$ cat src/rtl/bpq_pkg.sv
package bpq_pkg;

    localparam int TILE_W     = 16;
    localparam int TILE_COUNT = 1 << TILE_W;
    localparam int KEY_W      = 8;
    localparam int NUM_KEYS   = 1 << KEY_W;
    localparam int GRP_W      = 4;
    localparam int BIT_W      = KEY_W - GRP_W;
    localparam int NUM_GRPS   = 1 << GRP_W;
    localparam int GRP_SIZE   = 1 << BIT_W;
    localparam int COUNT_W    = 17;
    localparam int MODE_W     = 2;
    localparam int STATUS_W   = 3;
    localparam int LINK_W     = TILE_W + 1;

    // queued flag memory holds the epoch of the push; zero means not queued
    localparam int EPOCH_W = 4;
    localparam logic [EPOCH_W-1:0] EPOCH_NONE  = '0;
    localparam logic [EPOCH_W-1:0] EPOCH_FIRST = EPOCH_W'(1);
    localparam logic [EPOCH_W-1:0] EPOCH_MAX   = '1;

    localparam logic [MODE_W-1:0] MODE_PUSH = 2'd0;
    localparam logic [MODE_W-1:0] MODE_POP  = 2'd1;

    typedef enum logic [STATUS_W-1:0] {
        STAT_PUSHED    = 3'd0,
        STAT_DUPLICATE = 3'd1,
        STAT_POPPED    = 3'd2,
        STAT_EMPTY     = 3'd3,
        STAT_CLEARED   = 3'd4
    } status_t;

    typedef enum logic [2:0] {
        S_SWEEP,
        S_IDLE,
        S_PUSH,
        S_POP_KEY,
        S_POP_HEAD,
        S_POP_WR,
        S_CLEAR
    } state_t;

    typedef struct packed {
        logic [KEY_W-1:0]   head_raddr;
        logic               head_we;
        logic [KEY_W-1:0]   head_waddr;
        logic [TILE_W-1:0]  head_wdata;
        logic [TILE_W-1:0]  link_raddr;
        logic               link_we;
        logic [TILE_W-1:0]  link_waddr;
        logic [LINK_W-1:0]  link_wdata;   // {valid, next tile}
        logic [TILE_W-1:0]  flag_raddr;
        logic               flag_we;
        logic [TILE_W-1:0]  flag_waddr;
        logic [EPOCH_W-1:0] flag_wdata;
    } mem_req_t;

    typedef struct packed {
        logic [TILE_W-1:0]  head_rdata;
        logic [LINK_W-1:0]  link_rdata;
        logic [EPOCH_W-1:0] flag_rdata;
    } mem_rsp_t;

    typedef struct packed {
        status_t             status;
        logic [TILE_W-1:0]   popped_tile;
        logic [KEY_W-1:0]    popped_key;
        logic [COUNT_W-1:0]  queue_count;
        logic                queue_empty;
    } result_t;

endpackage

$ cat src/rtl/bpq_prio.sv
module bpq_prio (
    input  logic [bpq_pkg::NUM_KEYS-1:0] head_valid,
    input  logic [bpq_pkg::GRP_W-1:0]    grp_sel,
    output logic                         grp_found,
    output logic [bpq_pkg::GRP_W-1:0]    grp_idx,
    output logic [bpq_pkg::BIT_W-1:0]    bit_idx
);

    logic [bpq_pkg::GRP_SIZE-1:0] sel_slice;

    // highest non-empty group of buckets
    always_comb begin
        grp_found = 1'b0;
        grp_idx   = '0;
        for (int i = 0; i < bpq_pkg::NUM_GRPS; i++) begin
            if (|head_valid[i*bpq_pkg::GRP_SIZE +: bpq_pkg::GRP_SIZE]) begin
                grp_found = 1'b1;
                grp_idx   = bpq_pkg::GRP_W'(i);
            end
        end
    end

    // highest non-empty bucket inside the chosen group
    assign sel_slice = head_valid[grp_sel*bpq_pkg::GRP_SIZE +: bpq_pkg::GRP_SIZE];

    always_comb begin
        bit_idx = '0;
        for (int j = 0; j < bpq_pkg::GRP_SIZE; j++) begin
            if (sel_slice[j]) begin
                bit_idx = bpq_pkg::BIT_W'(j);
            end
        end
    end

endmodule

$ cat src/rtl/bpq_ctrl.sv
module bpq_ctrl (
    input  logic                          aclk,
    input  logic                          aresetn,
    input  logic                          s_tvalid,
    output logic                          s_tready,
    input  logic [bpq_pkg::MODE_W-1:0]    in_mode,
    input  logic [bpq_pkg::TILE_W-1:0]    in_tile,
    input  logic [bpq_pkg::KEY_W-1:0]     in_key,
    input  logic                          out_free,
    output logic                          res_load,
    output bpq_pkg::result_t              res,
    output bpq_pkg::mem_req_t             req,
    input  bpq_pkg::mem_rsp_t             rsp
);

    bpq_pkg::state_t state_reg, state_next;

    logic [bpq_pkg::TILE_W-1:0]   tile_reg, tile_next;
    logic [bpq_pkg::KEY_W-1:0]    key_reg, key_next;
    logic [bpq_pkg::GRP_W-1:0]    grp_reg, grp_next;
    logic                         found_reg, found_next;
    logic [bpq_pkg::TILE_W-1:0]   h_reg, h_next;
    logic [bpq_pkg::COUNT_W-1:0]  count_reg, count_next;
    logic [bpq_pkg::EPOCH_W-1:0]  epoch_reg, epoch_next;
    logic [bpq_pkg::TILE_W-1:0]   sweep_reg, sweep_next;
    logic [bpq_pkg::NUM_KEYS-1:0] head_valid_reg, head_valid_next;

    logic                         grp_found;
    logic [bpq_pkg::GRP_W-1:0]    grp_idx;
    logic [bpq_pkg::BIT_W-1:0]    bit_idx;

    bpq_prio u_prio (
        .head_valid (head_valid_reg),
        .grp_sel    (grp_reg),
        .grp_found  (grp_found),
        .grp_idx    (grp_idx),
        .bit_idx    (bit_idx)
    );

    always_ff @(posedge aclk) begin
        if (!aresetn) begin
            state_reg      <= bpq_pkg::S_SWEEP;
            sweep_reg      <= '0;
            epoch_reg      <= bpq_pkg::EPOCH_FIRST;
            count_reg      <= '0;
            head_valid_reg <= '0;
            found_reg      <= 1'b0;
        end else begin
            state_reg      <= state_next;
            sweep_reg      <= sweep_next;
            epoch_reg      <= epoch_next;
            count_reg      <= count_next;
            head_valid_reg <= head_valid_next;
            found_reg      <= found_next;
        end
    end

    always_ff @(posedge aclk) begin
        tile_reg <= tile_next;
        key_reg  <= key_next;
        grp_reg  <= grp_next;
        h_reg    <= h_next;
    end

    always_comb begin
        state_next      = state_reg;
        tile_next       = tile_reg;
        key_next        = key_reg;
        grp_next        = grp_reg;
        found_next      = found_reg;
        h_next          = h_reg;
        count_next      = count_reg;
        epoch_next      = epoch_reg;
        sweep_next      = sweep_reg;
        head_valid_next = head_valid_reg;
        s_tready        = 1'b0;
        res_load        = 1'b0;
        res.status      = bpq_pkg::STAT_EMPTY;
        res.popped_tile = '0;
        res.popped_key  = '0;

        req.head_we    = 1'b0;
        req.head_waddr = key_reg;
        req.head_wdata = tile_reg;
        req.link_we    = 1'b0;
        req.link_waddr = tile_reg;
        req.link_wdata = {head_valid_reg[key_reg], rsp.head_rdata};
        req.flag_we    = 1'b0;
        req.flag_waddr = tile_reg;
        req.flag_wdata = epoch_reg;

        case (state_reg)
            bpq_pkg::S_SWEEP: begin
                req.flag_we    = 1'b1;
                req.flag_waddr = sweep_reg;
                req.flag_wdata = bpq_pkg::EPOCH_NONE;
                sweep_next     = sweep_reg + 1'b1;
                if (&sweep_reg) begin
                    state_next = bpq_pkg::S_IDLE;
                end
            end
            bpq_pkg::S_IDLE: begin
                s_tready = 1'b1;
                if (s_tvalid) begin
                    case (in_mode)
                        bpq_pkg::MODE_PUSH: begin
                            tile_next  = in_tile;
                            key_next   = in_key;
                            state_next = bpq_pkg::S_PUSH;
                        end
                        bpq_pkg::MODE_POP: begin
                            grp_next   = grp_idx;
                            found_next = grp_found;
                            state_next = bpq_pkg::S_POP_KEY;
                        end
                        default: begin
                            state_next = bpq_pkg::S_CLEAR;
                        end
                    endcase
                end
            end
            bpq_pkg::S_PUSH: begin
                if (out_free) begin
                    res_load   = 1'b1;
                    state_next = bpq_pkg::S_IDLE;
                    if (rsp.flag_rdata == epoch_reg) begin
                        res.status = bpq_pkg::STAT_DUPLICATE;
                    end else begin
                        res.status               = bpq_pkg::STAT_PUSHED;
                        req.link_we              = 1'b1;
                        req.head_we              = 1'b1;
                        req.flag_we              = 1'b1;
                        head_valid_next[key_reg] = 1'b1;
                        count_next               = count_reg + 1'b1;
                    end
                end
            end
            bpq_pkg::S_POP_KEY: begin
                if (!found_reg) begin
                    if (out_free) begin
                        res_load   = 1'b1;
                        res.status = bpq_pkg::STAT_EMPTY;
                        state_next = bpq_pkg::S_IDLE;
                    end
                end else begin
                    key_next   = {grp_reg, bit_idx};
                    state_next = bpq_pkg::S_POP_HEAD;
                end
            end
            bpq_pkg::S_POP_HEAD: begin
                h_next     = rsp.head_rdata;
                state_next = bpq_pkg::S_POP_WR;
            end
            bpq_pkg::S_POP_WR: begin
                if (out_free) begin
                    // unlink the bucket's newest tile
                    req.head_we              = 1'b1;
                    req.head_wdata           = rsp.link_rdata[bpq_pkg::TILE_W-1:0];
                    head_valid_next[key_reg] = rsp.link_rdata[bpq_pkg::TILE_W];
                    req.flag_we              = 1'b1;
                    req.flag_waddr           = h_reg;
                    req.flag_wdata           = bpq_pkg::EPOCH_NONE;
                    count_next               = count_reg - 1'b1;
                    res_load                 = 1'b1;
                    res.status               = bpq_pkg::STAT_POPPED;
                    res.popped_tile          = h_reg;
                    res.popped_key           = key_reg;
                    state_next               = bpq_pkg::S_IDLE;
                end
            end
            bpq_pkg::S_CLEAR: begin
                if (out_free) begin
                    head_valid_next = '0;
                    count_next      = '0;
                    res_load        = 1'b1;
                    res.status      = bpq_pkg::STAT_CLEARED;
                    if (epoch_reg == bpq_pkg::EPOCH_MAX) begin
                        // epoch space used up: wipe stale flags before reuse
                        epoch_next = bpq_pkg::EPOCH_FIRST;
                        sweep_next = '0;
                        state_next = bpq_pkg::S_SWEEP;
                    end else begin
                        epoch_next = epoch_reg + 1'b1;
                        state_next = bpq_pkg::S_IDLE;
                    end
                end
            end
            default: begin
                state_next = bpq_pkg::S_IDLE;
            end
        endcase

        res.queue_count = count_next;
        res.queue_empty = (count_next == '0);

        // read addresses follow the next register values so data lines up
        req.head_raddr = key_next;
        req.flag_raddr = tile_next;
        req.link_raddr = h_next;
    end

endmodule

$ cat config.mk
export PLATFORM = sky130hd
export DESIGN_NAME = bpq_ctrl
export DESIGN_NICKNAME = d
export VERILOG_FILES = /design/src/rtl/bpq_pkg.sv /design/src/rtl/bpq_prio.sv /design/src/rtl/bpq_ctrl.sv
export SDC_FILE = /design/constraint.sdc
export NUM_CORES = 1
export LEC_CHECK = 0
export BUFFER_PORTS_ARGS = -buffer_cell sky130_fd_sc_hd__clkbuf_2
export CAP_MARGIN = 15
export CORE_MARGIN = 5
export CORE_UTILIZATION = 60
export DETAILED_ROUTE_END_ITERATION = 8
export PLACE_DENSITY_LB_ADDON = 0.05
export SLEW_MARGIN = 20
export SYNTH_ARGS = -nofsm -noshare
export SYNTH_HDL_FRONTEND = slang
export SYNTH_SLANG_ARGS = --single-unit
export TNS_END_PERCENT = 10
$ cat constraint.sdc
create_clock -name aclk -period 3.5 [get_ports aclk]
set_input_delay 0.175 -clock aclk [delete_from_list [all_inputs] [get_ports aclk]]
set_output_delay 0.175 -clock aclk [all_outputs]
set_load 0.005 [all_outputs]
Word level (Yosys, flattened, before mapping)
Cells that the tools add are included.
{"block": "classes", "n_eq_ne": 16, "order_cmp": 2, "bitwise": 1, "n_addsub": 4, "reduce_logical": 33, "mux": 99, "shift": 1}
{"cell": "256-bit two-way mux", "count": 4}
{"cell": "256-bit one-hot mux with 3 select lines", "count": 1}
{"cell": "256-bit bitwise mux", "count": 1}
{"cell": "256-bit OR", "count": 1}
{"cell": "16-bit OR reduction", "count": 16}
{"cell": "256-bit by 9-bit variable part select with 16-bit output", "count": 1}
{"cell": "16-bit two-way mux", "count": 8}
{"cell": "128-bit OR reduction", "count": 1}
{"cell": "17-bit two-way mux", "count": 4}
{"cell": "64-bit OR reduction", "count": 1}
{"cell": "3-bit two-way mux", "count": 19}
{"cell": "17-bit one-hot mux with 3 select lines", "count": 1}
{"cell": "20-bit one-hot mux with 2 select lines", "count": 1}
{"cell": "4-bit two-way mux", "count": 9}
{"cell": "16-bit one-hot mux with 2 select lines", "count": 1}
{"cell": "32-bit OR reduction", "count": 1}
{"cell": "1-bit two-way mux", "count": 29}
{"cell": "25-bit two-way mux", "count": 1}
{"cell": "24-bit two-way mux", "count": 1}
{"cell": "8-bit two-way mux", "count": 3}
{"cell": "21-bit two-way mux", "count": 1}
{"cell": "3-bit one-hot mux with 6 select lines", "count": 1}
{"cell": "17-bit by 1-bit adder with 17-bit output (second input constant)", "count": 1}
{"cell": "17-bit zero test", "count": 1}
{"cell": "31 further kinds", "count": 48}
{"block": "word_totals", "out_inout_bits": 167, "regBits": 341, "elab_cells": 169}

Longest topological paths before layout
Gate-level depths: netlist (run 1).
{"block": "logic_depth", "word_depth": 18, "depth_mapped": 12, "mapped_depth_nobuf": 9}

Hierarchy
A second synthesis (run 1) with hierarchy kept.
{"block": "unflattened", "hier_cells": 2362, "area_unflattened_um2": 21180.3}
{"mod": "bpq_ctrl", "n_inst": 1, "cells_per_inst": 2111, "area_each_um2": 18570.3}
{"mod": "bpq_prio", "n_inst": 1, "cells_per_inst": 251, "area_each_um2": 2610.0}

Worst setup path after synthesis (run 1)
Ideal clock, no wire load.
{"block": "synth_path", "path_type": "reg-to-output", "startpoint": "register grp_reg[1] (netlist name)", "endpoint": "output req[112] (netlist name)", "stages_incl_launch_ff": 9, "slack_ns": 0.703, "required_ns": 3.325, "t_arrival_ns": 2.622, "cell_sequence": "edfxtp_1 > buf_2 > clkbuf_1 > clkbuf_1 > mux4_2 > mux4_2 > a311o_1 > a211o_1 > o21ai_1"}
{"element": "from (decl)", "line_no": "bpq_ctrl.sv:20", "text": "logic [bpq_pkg::GRP_W-1:0] grp_reg, grp_next;"}
{"element": "from (signal assigned)", "line_no": "bpq_ctrl.sv:61", "text": "grp_reg <= grp_next;"}
{"element": "to (decl)", "line_no": "bpq_ctrl.sv:12", "text": "output bpq_pkg::mem_req_t req,"}

==> impl_metrics.json, run 1 <==
{
  "instances_no_fill": 2945,
  "syn-mean-instance-area_um2": 9.18,
  "clkTransAtPathRegs_ns": 0.06,
  "drc": 0,
  "p_leak_nw": 9.11,
  "yosys_warnings": 0,
  "antenna_left": 0,
  "worst_pin_slew_ns": 1.45,
  "antenna_found_initial": 5,
  "syn_inst": 2277,
  "rows": 68,
  "cap_violations": 0,
  "cts.sinks": 341,
  "setup_viol": 4,
  "critPathMaxFanout": 10,
  "fmax_mhz": 278,
  "relSlewSlack_pct": 3.44,
  "placed_cells": 2814,
  "dr.pass1.iters": 6,
  "min_path_type": "in -> reg",
  "yosys.area.top_type": "dfxtp_1",
  "synth_ff_type": "dfxtp_1",
  "yosysSeqAreaShare_pct": 32.9,
  "largest_register_ffs": 256,
  "cp.required_ns": 3.32,
  "synth_top_cell_area_share_pct": 32.3,
  "drt-total-wl_um": 89100,
  "status": "finished, violations left",
  "violations": "setup timing",
  "synth_area_leaders": "dfxtp_1 (32%), mux4_2 (14%), o221a_2 (13%)",
  "post-route-util_pct": 71.2,
  "numPortBuffers": 233,
  "finalPower_mw": 8.22,
  "die_width_um": 197,
  "final_net_count": 2532,
  "slew_viol_final": 0,
  "mostFrequentLayoutCell": "dfxtp_1",
  "crit_path_max_incr_delay_ns": 0.61,
  "grt_pass1_vias": 21200,
  "worst-setup-path-type": "reg -> out",
  "critPathCaptureType": "output port",
  "wire_per_inst_um": 30.3,
  "ys_seq_elements": 341,
  "clock_latency_ns": 0.55,
  "setup.worst_path.start_class": "flip-flop",
  "layout_common_cells": "dfxtp_1 (328), nor2_1 (318), a21oi_1 (287)",
  "ys_async_sr_fraction_pct": 0,
  "critical-path-top-delay-family": "compound AO/OA/AOI/OAI gates",
  "root_buffer": "clkbuf_16",
  "h-tree-depth": 2,
  "setup_tns_ns": -0.313,
  "grt_overflow": 0,
  "cts.path.max_buffers": 3,
  "start_util_pct": 60.6,
  "io-pin-count": 234,
  "grt_pass1_wl_um": 132000,
  "hold_viol_final": 0,
  "grt_max_degree": 210,
  "netlist_area_mm2": 0.0209,
  "vdd_ir_drop_max_v": 0.000337,
  "p_per_area_mw_per_mm2": 335,
  "grt_util_all_layers_pct": 43.6,
  "cp_data_arrival_time_ns": 3.42,
  "netlist-cell-type-count": 77,
  "cts_buffers": 39,
  "slowest_stage": "mux4_1",
  "skew_ns": 0.0230,
  "hpwl_um": 60400,
  "post-route-period-util_pct": 103,
  "die_h_um": 197,
  "vias": 22200,
  "period_minus_slack_ns": 3.59,
  "via_per_inst": 7.55,
  "first_iter_violations": 3460,
  "syn_nets": 2349,
  "crit_chain": "buf_4 > buf_12 > buf_4 > mux4_1 > a22o_1 > or3_4 > nor3_4 > o31ai_2 > a41oi_2 > a21o_1 > clkbuf_2",
  "path_buf_inv": 4,
  "core_area_mm2": 0.0345,
  "fin_ws_ns": -0.0947,
  "syn_to_final_growth_pct": 17.4,
  "synth_edf_count": 4,
  "dieArea_mm2": 0.0387,
  "layout-drive-gt1-share_pct": 35.7,
  "rsz0062_at_grt": "true",
  "tritoncts": "yes",
  "gp_congestion": 1.08,
  "whs_ns": 0.0472,
  "cp_common_cell": "buf_4"
}
cells in the mapped netlist (12+ instances only):
| master | instances |
|---|---|
| a221o_1 | 17 |
| buf_4 | 21 |
| nor4_1 | 75 |
| nand2_1 | 167 |
| a21oi_1 | 288 |
| mux4_2 | 128 |
| nor3_2 | 12 |
| mux2_2 | 17 |
| o221a_2 | 246 |
| a22oi_1 | 29 |
| nand3_1 | 26 |
| nand4_1 | 28 |
| buf_2 | 69 |
| o21ai_0 | 16 |
| clkbuf_1 | 166 |
| nor3_1 | 17 |
| a22o_1 | 13 |
| and3_1 | 14 |
| dfxtp_1 | 337 |
| nor2b_1 | 17 |
| and2_1 | 48 |
| inv_1 | 16 |
| xor2_1 | 16 |
| nor2_1 | 321 |
layout make-up:
type,instances,area (µm²)
sequential,341,6880
fill,2616,9920
clock inverter,13,75.1
tap,455,569
inverter,16,60.1
multi-input combinational,1654,13000
antenna,1,2.50
timing repair buffer,408,2800
clock buffer,57,1200
what timing repair did:
action                                 in CTS  in global routing
setup buffers                              11                  8
endpoints found under the hold margin      39                  0
cloned                                      1                  1
pin swaps                                   4                  3
resized for setup                          21                 22
setup endpoints to repair                   6                  6
hold buffers                               39                  0
tightest hold or removal path, stage by stage:
cell and delay (ns):
clkbuf_2 0.11, a22o_1 0.16, a21oi_1 0.05, o21ai_2 0.06
final timing paths:
kind | from | endpoint | slack, ns | depth (start not counted)
setup / recovery | grp_reg[0] | req[114] | -0.09 | 11
hold / removal | in_key[0] | key_reg[0] | 0.05 | 4
setup reg to reg | state_reg[1] | head_valid_reg[212] | 0.33 | 7
hold reg to reg | h_reg[2] | h_reg[2] | 0.50 | 1
cells by family after synthesis:
| family | after synthesis | share of synthesized area, % |
|---|---|---|
| buf+inv | 282 | 6.01 |
| fa+ha+maj | 5 | 0.299 |
| xor+xnor | 20 | 0.838 |
| mux | 156 | 15.6 |
| compound gates | 694 | 26.4 |
| flops | 341 | 32.9 |
| simple gates | 779 | 18.0 |
report_power, final:
part,internal [mW],total (mW),switching [mW],leakage (nW)
sequential,3.89,3.89,0.00480,2.76
combinational,0.0933,0.218,0.125,5.73
clock,2.38,4.11,1.73,0.625
through the flow:
step	instance area [µm²]	worst slack [ns]
2_1_floorplan	20900	0.703
3_3_place_gp	22500	0.315
3_5_place_dp	22500	0.321
4_1_cts	24300	-0.0337
5_1_grt	24500	-0.117
6_report	24500	-0.0947
metal layers:
| layer | vias up | track usage, % | part of all wire, % |
|---|---|---|---|
| li1 | 9188 | - | - |
| met2 | 1885 | 67.9 | 45 |
| met3 | 380 | 13.6 | 14 |
| met5 | - | 0 | 0.046 |
| met4 | 6 | 22.0 | 5.9 |
| met1 | 10800 | 55.3 | 35 |
No activity file was read; power rests on OpenSTA's default activity.
==> inputs of run 2 (changes only) <==
==> constraint.sdc (replaced) <==
create_clock -name aclk -period 3.5 [get_ports aclk]
set_input_delay 0.175 -clock aclk [delete_from_list [all_inputs] [get_ports aclk]]
set_output_delay 0.175 -clock aclk [all_outputs]
set_load 0.01 [all_outputs]
==> impl_metrics.json, run 2 (same netlist as run 1, synthesis figures left out) <==
{
  "status": "finished, violations left",
  "violations": "setup timing",
  "crit_chain": "nor2b_1 > a22oi_1 > nand2_1 > nand3_1 > a311o_1 > a211o_1 > o21ai_1 > buf_4",
  "worst_pin_slew_ns": 1.15,
  "grt_util_all_layers_pct": 42.9,
  "die_width_um": 197,
  "vias": 22000,
  "hold_path_depth": 3,
  "rr_worst_depth": 5,
  "root_buffer": "clkbuf_16",
  "cp_data_arrival_time_ns": 3.37,
  "n_fill_cell": 2617,
  "crit_path_max_incr_delay_ns": 0.79,
  "start_util_pct": 60.6,
  "cp.required_ns": 3.32,
  "setup.worst_path.start_class": "flip-flop",
  "mostFrequentLayoutCell": "dfxtp_1",
  "rows": 68,
  "first_iter_violations": 3120,
  "period_minus_slack_ns": 3.54,
  "drc": 0,
  "layout-drive-gt1-share_pct": 34.9,
  "relSlewSlack_pct": 23.5,
  "via_per_inst": 7.50,
  "grt_pass1_wl_um": 130000,
  "grt_overflow": 0,
  "hpwl_um": 59600,
  "slowest_stage": "nor2b_1",
  "dr.pass1.iters": 7,
  "antenna_left": 0,
  "critPathCaptureType": "output port",
  "wire_per_inst_um": 29.8,
  "syn_to_final_growth_pct": 17.0,
  "gp_congestion": 1.04,
  "layout_common_cells": "dfxtp_1 (329), nor2_1 (319), a21oi_1 (288)",
  "fmax_mhz": 282,
  "p_leak_nw": 9.06,
  "largest_register_ffs": 256,
  "worst-setup-path-type": "reg -> out",
  "cts_buffers": 39,
  "core_area_mm2": 0.0345,
  "tritoncts": "yes",
  "cts.path.max_buffers": 3,
  "clkTransAtPathRegs_ns": 0.06,
  "slew_viol_final": 0,
  "skew_ns": 0.0179,
  "cts.sinks": 341,
  "vdd_ir_drop_max_v": 0.000343,
  "setup_viol": 3,
  "die_h_um": 197,
  "numPortBuffers": 233,
  "io-pin-count": 234,
  "hold_viol_final": 0,
  "min_path_type": "in -> reg",
  "clock_latency_ns": 0.54,
  "h-tree-depth": 2,
  "setup_tns_ns": -0.0859,
  "post-route-period-util_pct": 101,
  "cap_violations": 0,
  "p_per_area_mw_per_mm2": 341,
  "dieArea_mm2": 0.0387,
  "rsz0062_at_grt": "true",
  "drt-total-wl_um": 87300,
  "critPathMaxFanout": 9,
  "fin_ws_ns": -0.0440,
  "final_net_count": 2519,
  "instances_no_fill": 2932,
  "antenna_found_initial": 7,
  "grt_pass1_vias": 21000,
  "placed_cells": 2815,
  "grt_max_degree": 173
}
## run 2: cell types whose count changed in the layout (fill, tap and decap cells not counted), moves of 2 or more
| cell | change |
|---|---|
| clkinvlp_4 | -4 |
| buf_4 | -11 |
| clkbuf_1 | +3 |
| bufinv_16 | +3 |
| clkbuf_2 | -2 |
| buf_16 | -2 |
| dfxtp_2 | -2 |
| buf_12 | +4 |
| clkbuf_8 | -3 |
## run 2: report_power, final
| part | internal (mW) | total, mW | switching [mW] |
|---|---|---|---|
| registers | 3.89 | 3.89 | 0.00453 |
| clock network | 2.53 | 4.23 | 1.69 |
| logic | 0.0929 | 0.221 | 0.128 |
## run 2: per-layer routing
metal	global-route usage (%)	wire (µm)	up-vias
met5	0	91	-
met4	22.1	5510	10
met3	12.8	11900	389
met2	65.8	38600	1859
met1	55.2	31200	10600
li1	-	-	9161
## run 2: layout make-up
class,count,area (µm²),area share (%)
clock inverter,12,139,0.568
tap,455,569,2.33
sequential,341,6880,28.2
inverter,16,60.1,0.246
antenna,2,5.00,0.0205
multi-input combinational,1654,12900,52.9
timing repair buffer,395,2700,11.0
clock buffer,57,1170,4.77
## run 2: timing repair
action / 4_1_cts / 5_1_grt
endpoints found under the hold margin: 37 / 1
hold buffers: 37 / 1
endpoints found under the setup margin: 5 / 6
pin swaps: 1 / 0
gates cloned: 0 / 1
setup buffers: 5 / 2
resized for setup: 15 / 21
## run 2: path summary, 6_finish.rpt
check	startpoint	endpoint	slack, ns
max	grp_reg[2]	req[112]	-0.04
min	s_tvalid	state_reg[2]	0.02
max reg2reg	state_reg[0]	head_valid_reg[162]	0.30
min reg2reg	h_reg[2]	h_reg[2]	0.49
## run 2: metrics by stage
stage                     power [mW]  setup slack [ns]  utilization [%]  cell area, µm²  hold WS (ns)
final                           8.34           -0.0440             71.0           24400        0.0172
after global routing            8.53            -0.135             70.9           24400       0.00245
after detailed placement        4.16             0.332             65.3           22500         0.387
after global placement          4.15             0.326             65.3           22500         0.385
after CTS                       8.34           -0.0829             70.5           24300       0.00429
after floorplan                 4.08             0.638                -           20900         0.356
## run 2: critical path: cells and delay by family (launching register included)
family | cells | cell delay, ns
compound gates | 4 | 1.08
buf+inv | 1 | 0.17
flops | 1 | 0.58
simple gates | 3 | 1.01
